$ cat src/sv/strace_pkg.sv
// Shared types, constants and controller encodings for the sequenced trace ring.
`timescale 1ns / 1ps

package strace_pkg;

  // Default sizes, handed to the top level parameters.
  localparam int RingDepthDef = 512;
  localparam int MaxReadDef   = 63;

  // Fixed field widths.
  localparam int SeqW   = 48;
  localparam int TimeW  = 48;
  localparam int LevelW = 3;
  localparam int WordW  = 32;
  localparam int CntW   = 6;

  // Operation codes of an input request.
  localparam logic OP_APPEND = 1'b0;
  localparam logic OP_READ   = 1'b1;

  // One input request.
  typedef struct packed {
    logic              operation;
    logic [LevelW-1:0] level;
    logic [WordW-1:0]  payload;
    logic [TimeW-1:0]  timestamp;
    logic [SeqW-1:0]   since;
    logic [CntW-1:0]   max_count;
  } in_item_t;

  // One result item: an entry or the closing summary.
  typedef struct packed {
    logic [SeqW-1:0]   entry_seq;
    logic [TimeW-1:0]  entry_time;
    logic [LevelW-1:0] entry_level;
    logic [WordW-1:0]  entry_payload;
    logic [CntW-1:0]   count;
    logic [SeqW-1:0]   next_cursor;
    logic [SeqW-1:0]   dropped;
    logic              last;
  } out_item_t;

  // Word kept in the ring memory for each slot.
  typedef struct packed {
    logic [TimeW-1:0]  time_stamp;
    logic [LevelW-1:0] level;
    logic [WordW-1:0]  payload;
  } ring_word_t;

  // Controller states.
  typedef enum logic [2:0] {
    ST_IDLE,
    ST_OLDEST,
    ST_CLAMP,
    ST_PLACE,
    ST_FETCH,
    ST_SHOW,
    ST_SUMMARY
  } state_e;

  // Commands from the controller to the datapath.
  typedef struct packed {
    logic append;       // append request accepted
    logic load_read;    // read request accepted, capture cursor and limit
    logic find_oldest;  // compute oldest held sequence number
    logic clamp;        // clamp start to oldest, record dropped
    logic place;        // compute ring slot of the start entry
    logic fetch;        // issue a ring read and advance the read pointer
    logic advance;      // entry taken, step sequence and count
    logic summary;      // output shows the summary item
  } cmd_t;

  // Status from the datapath to the controller.
  typedef struct packed {
    logic has_entries;  // at least one entry to return
    logic more;         // another entry follows the one shown
  } sts_t;

endpackage

$ cat src/sv/strace_ctrl.sv
// Controller state machine that sequences appends, read setup and result output.
`timescale 1ns / 1ps

module strace_ctrl (
  input  logic                clk_i,
  input  logic                rst_ni,
  input  logic                in_valid_i,
  input  logic                in_op_i,
  output logic                in_stall_o,
  output logic                out_valid_o,
  input  logic                out_stall_i,
  output strace_pkg::cmd_t    cmd_o,
  input  strace_pkg::sts_t    sts_i
);

  strace_pkg::state_e state_q, state_d;

  // State register.
  always_ff @(posedge clk_i or negedge rst_ni) begin
    if (!rst_ni) begin
      state_q <= strace_pkg::ST_IDLE;
    end else begin
      state_q <= state_d;
    end
  end

  // Next state and commands.
  always_comb begin
    state_d     = state_q;
    cmd_o       = '0;
    in_stall_o  = 1'b1;
    out_valid_o = 1'b0;
    case (state_q)
      strace_pkg::ST_IDLE: begin
        in_stall_o = 1'b0;
        if (in_valid_i) begin
          if (in_op_i == strace_pkg::OP_READ) begin
            cmd_o.load_read = 1'b1;
            state_d         = strace_pkg::ST_OLDEST;
          end else begin
            cmd_o.append = 1'b1;
          end
        end
      end
      strace_pkg::ST_OLDEST: begin
        cmd_o.find_oldest = 1'b1;
        state_d           = strace_pkg::ST_CLAMP;
      end
      strace_pkg::ST_CLAMP: begin
        cmd_o.clamp = 1'b1;
        state_d     = strace_pkg::ST_PLACE;
      end
      strace_pkg::ST_PLACE: begin
        cmd_o.place = 1'b1;
        state_d     = sts_i.has_entries ? strace_pkg::ST_FETCH : strace_pkg::ST_SUMMARY;
      end
      strace_pkg::ST_FETCH: begin
        cmd_o.fetch = 1'b1;
        state_d     = strace_pkg::ST_SHOW;
      end
      strace_pkg::ST_SHOW: begin
        out_valid_o = 1'b1;
        if (!out_stall_i) begin
          cmd_o.advance = 1'b1;
          if (sts_i.more) begin
            // Fetch the following entry so that it shows in the next cycle.
            cmd_o.fetch = 1'b1;
          end else begin
            state_d = strace_pkg::ST_SUMMARY;
          end
        end
      end
      strace_pkg::ST_SUMMARY: begin
        out_valid_o   = 1'b1;
        cmd_o.summary = 1'b1;
        if (!out_stall_i) begin
          state_d = strace_pkg::ST_IDLE;
        end
      end
      default: begin
        state_d = strace_pkg::ST_IDLE;
      end
    endcase
  end

endmodule

$ cat config.mk
export PLATFORM = sky130hd
export DESIGN_NAME = strace_ctrl
export DESIGN_NICKNAME = d
export VERILOG_FILES = /design/src/sv/strace_pkg.sv /design/src/sv/strace_ctrl.sv
export SDC_FILE = /design/constraint.sdc
export NUM_CORES = 1
export LEC_CHECK = 0
export BUFFER_PORTS_ARGS = -buffer_cell sky130_fd_sc_hd__buf_2
export CORE_AREA = 3 3 40 42
export DETAILED_ROUTE_END_ITERATION = 10
export DIE_AREA = 0 0 43 45
export PLACE_DENSITY = 0.53
export SLEW_MARGIN = 10
export SYNTH_ARGS = -nofsm -noshare
export SYNTH_HDL_FRONTEND = slang
export SYNTH_SLANG_ARGS = --single-unit
$ cat constraint.sdc
create_clock -name clk_i -period 1.1 [get_ports clk_i]
set_input_delay 0.055 -clock clk_i [delete_from_list [all_inputs] [get_ports clk_i]]
set_output_delay 0.055 -clock clk_i [all_outputs]
set_load 0.05 [all_outputs]
---- Word-level counts from Yosys, hierarchy flattened ----
Index checks and enable logic that the tools add are counted.
storage, ports and cells
  register bits ........................... 3
  input bits .............................. 7
  output and inout port bits .............. 10
  word-level logic and storage cells ...... 36
cells by class
  equality and inequality tests ........... 11
  multiplexer cells ....................... 21
  reduce and logical (&&, ||, !) cells .... 3
operators with widths
  cell                  count
  $pmux W3 S7           1
  $mux W3               5
  $mux W1               10
  $ne A2 B2 Y1 const B  5
  $eq A3 B3 Y1 const B  3
  $mux W2               4
  $eq A3 B2 Y1 const B  2
  $reduce_and A5 Y1     1
  $eq A3 B1 Y1 const B  1
  $logic_not A3 Y1      1
  $pmux W1 S2           1
  $reduce_or A2 Y1      1

---- Longest topological paths before layout ----
  depth after elaboration ................. 3
  depth in mapped cells ................... 4
  mapped depth without buffers ............ 3

---- Worst setup path after synthesis ----
Ideal clock, no wire load.
  kind .................................... reg-to-output
  from .................................... register state_q[1]
  to ...................................... output port cmd_o[5] in the netlist's numbering
  arrival time ............................ 1,638 ps
  data required time ...................... 1,045 ps
  setup slack ............................. -593 ps
  cell stages (with the launch flop) ...... 3
  path buffers ............................ 1
  path through ............................ dfrtp_1 > buf_4 > nor3_1
RTL lines
  item                      line               RTL
  start: declaration        strace_ctrl.sv:16  strace_pkg::state_e state_q, state_d;
  start signal: assignment  strace_ctrl.sv:21  state_q <= strace_pkg::ST_IDLE;
  start signal: assignment  strace_ctrl.sv:23  state_q <= state_d;
  end: declaration          strace_ctrl.sv:12  output strace_pkg::cmd_t cmd_o,

==> flow_summary.json <==
{
  "status": "finished, violations left",
  "violations": "negative setup slack",
  "fin_skew_ns": 0.00597,
  "grt_util_all_layers": 0.101,
  "gr-usage-met3": 0.0239,
  "min_path_type": "primary input to flop",
  "dp_hpwl_microns": 532,
  "cp_slowest_cell": "dfrtp_2",
  "gr-max-usage-layer": "met2",
  "max_freq_mhz": 755,
  "clock_path_buffers": 2,
  "max_slew.worst_pin.slew_ns": 0.195,
  "criticalPathCategory": "flop to primary output",
  "maxSlewViolCount": 0,
  "clk_transition_reported_paths_ns": 0.03,
  "core_area_sq_um": 1280,
  "final-instance-count-excl-fill": 79,
  "viasPerCell": 4.43,
  "die_h_microns": 45,
  "synthesis.area_sq_um": 270,
  "numCtsBuffers": 3,
  "maxCapViolations": 0,
  "ys_seq_area_frac": 0.278,
  "final_nets": 72,
  "cp-start-kind": "flop",
  "crit_fanout": 5,
  "io_buffers": 16,
  "place_ws_ns": -0.0494,
  "placedCellCount": 68,
  "setup_tns_ns": -1.41,
  "reg_top3": "state_q x3",
  "firstDrtPassIters": 4,
  "dieArea_sq_um": 1940,
  "cts-root-buf": "clkbuf_4",
  "slew_headroom": 0.869,
  "ant_nets": 0,
  "fp-row-count": 13,
  "wirelength_microns": 858,
  "timing.critical_path.arrival_ns": 1.27,
  "insertion_delay_ns": 0.24,
  "diodes": 0,
  "met2_usage": 0.153,
  "syn_inst": 35,
  "gp_congestion": 0.670,
  "syn_nets": 42,
  "initial_utilization": 0.210,
  "gr-usage-met1": 0.119,
  "cp_slowest_stage_delay_ns": 0.45,
  "min_period_over_period": 1.20,
  "yosysUniqueCellTypes": 20,
  "synth_warnings": 0,
  "chipWidth_microns": 43,
  "antenna_found_initial": 0,
  "min_period_ns": 1.32,
  "setup_slack_ns": -0.224,
  "fin_util": 0.490,
  "largest_register": "state_q",
  "vias": 350,
  "required_ns": 1.04,
  "ys_seq_elements": 3,
  "syn_to_final_growth_pct": 133,
  "pin_count": 17,
  "largest_reg_flops": 3,
  "hold_viol": 0,
  "grt_pass1_wl_microns": 1410,
  "drive_gt1_frac": 0.750,
  "cts_tree": "built",
  "grt_max_degree": 9,
  "cts.sinks": 3,
  "drt_iter0_drc": 6,
  "setup_viol": 11,
  "cp_cell_sequence": "nor3_4, and3_4, buf_8",
  "wl_per_cell_microns": 10.9,
  "remaining_drc_errors": 0,
  "end_kind": "primary output",
  "grt_pass1_vias": 340,
  "grt-ovfl-total": 0,
  "htreeDepth": 1,
  "synth.avg_cell_area_sq_um": 7.72,
  "grt_setup_unrepaired": "true"
}
-- placed cells by master, fill, tap and decap left out --
master         synthesis  final
and3_4                 0      1
buf_4                  1      7
nand2b_4               0      2
xor2_1                 1      1
buf_6                  2     13
o21ai_0                1      1
nand2b_1               3      1
nand2_1                4      1
nor2_4                 0      3
a21oi_1                3      2
buf_8                  0      1
clkbuf_4               0      3
inv_1                  1      1
a21oi_4                0      1
nand2_4                0      1
and2_1                 1      1
inv_2                  1      1
clkbuf_1               0      1
nor3b_2                1      1
dlygate4sd3_1          0      1
a21o_1                 1      1
buf_2                  0      6
nor2_1                 5      1
o221ai_1               1      1
a31oi_1                2      2
nor3_4                 0      2
nand2_2                0      2
nor2_2                 0      1
dfrtp_2                0      3
a211oi_1               1      1
-- cells in the mapped netlist --
master / instances / share of area
nor2_1: 5 / 0.069
nand2_1: 4 / 0.056
a21oi_1: 3 / 0.056
dfrtp_1: 3 / 0.28
nand2b_1: 3 / 0.069
a31oi_1: 2 / 0.046
buf_6: 2 / 0.083
a211oi_1: 1 / 0.028
a21o_1: 1 / 0.028
and2_1: 1 / 0.023
and3_1: 1 / 0.023
buf_4: 1 / 0.028
inv_1: 1 / 0.014
inv_2: 1 / 0.014
nor3_1: 1 / 0.019
nor3_2: 1 / 0.037
nor3b_2: 1 / 0.046
o21ai_0: 1 / 0.019
o221ai_1: 1 / 0.032
xor2_1: 1 / 0.032
-- final cells by class --
type	instances	area, sq um
Clock buffer	4	26.3
Fill cell	130	656
Inverter	2	7.51
Multi-Input combinational cell	27	244
Sequential cell	3	78.8
Tap cell	15	18.8
Timing Repair Buffer	28	254
-- timing repair --
| action | CTS | global route |
|---|---|---|
| hold endpoints to repair | 3 | 0 |
| setup endpoints to repair | 10 | 12 |
| resized for setup | 28 | 11 |
| buffers inserted | 2 | 4 |
| hold buffers | 1 | 0 |
| pin swaps | 3 | 3 |
-- stage by stage --
stage	cell area, sq um	hold slack (ns)
after global routing	629	0.141
after floorplan	308	-0.241
after detailed placement	414	-0.143
after global placement	414	-0.146
after CTS	556	0.112
final	629	0.122
-- worst paths after layout --
path	cells past startpoint	to	start	slack [ns]
worst max-delay path	3	cmd_o[6]	state_q[0]$_DFFE_PN0P_	-0.22
worst min-delay path	3	state_q[1]$_DFFE_PN0P_	sts_i[1]	0.12
worst max register to register	5	state_q[1]$_DFFE_PN0P_	state_q[2]$_DFFE_PN0P_	-0.01
worst min register to register	2	state_q[0]$_DFFE_PN0P_	state_q[1]$_DFFE_PN0P_	0.66
max in group asynchronous	2	state_q[0]$_DFFE_PN0P_	rst_ni	0.83
min in group asynchronous	2	state_q[2]$_DFFE_PN0P_	rst_ni	0.14
-- metal layers --
layer  vias to the layer above  part of all wire
met2                        12              0.53
met3                         0             0.038
met5                         -                 0
met1                       163              0.43
li1                        175                 -
met4                         0                 0
-- critical path, delay by kind of cell, from the launching register on --
kind | cells | cell delay (ns)
buf+inv | 1 | 0.14
flops | 1 | 0.45
simple gates | 2 | 0.45
-- kinds of logic (layout without fill, tap and decap cells) --
group	Yosys count	in the layout	share of synthesized area
XOR/XNOR	1	1	0.0324
AND/OR/NAND/NOR	17	17	0.343
flip-flops	3	3	0.278
AO/OA/AOI/OAI	9	9	0.208
buffers and inverters	5	34	0.139
Power is not shown: default switching activity piles up to over one toggle a cycle in this logic, so the estimate is an artifact.
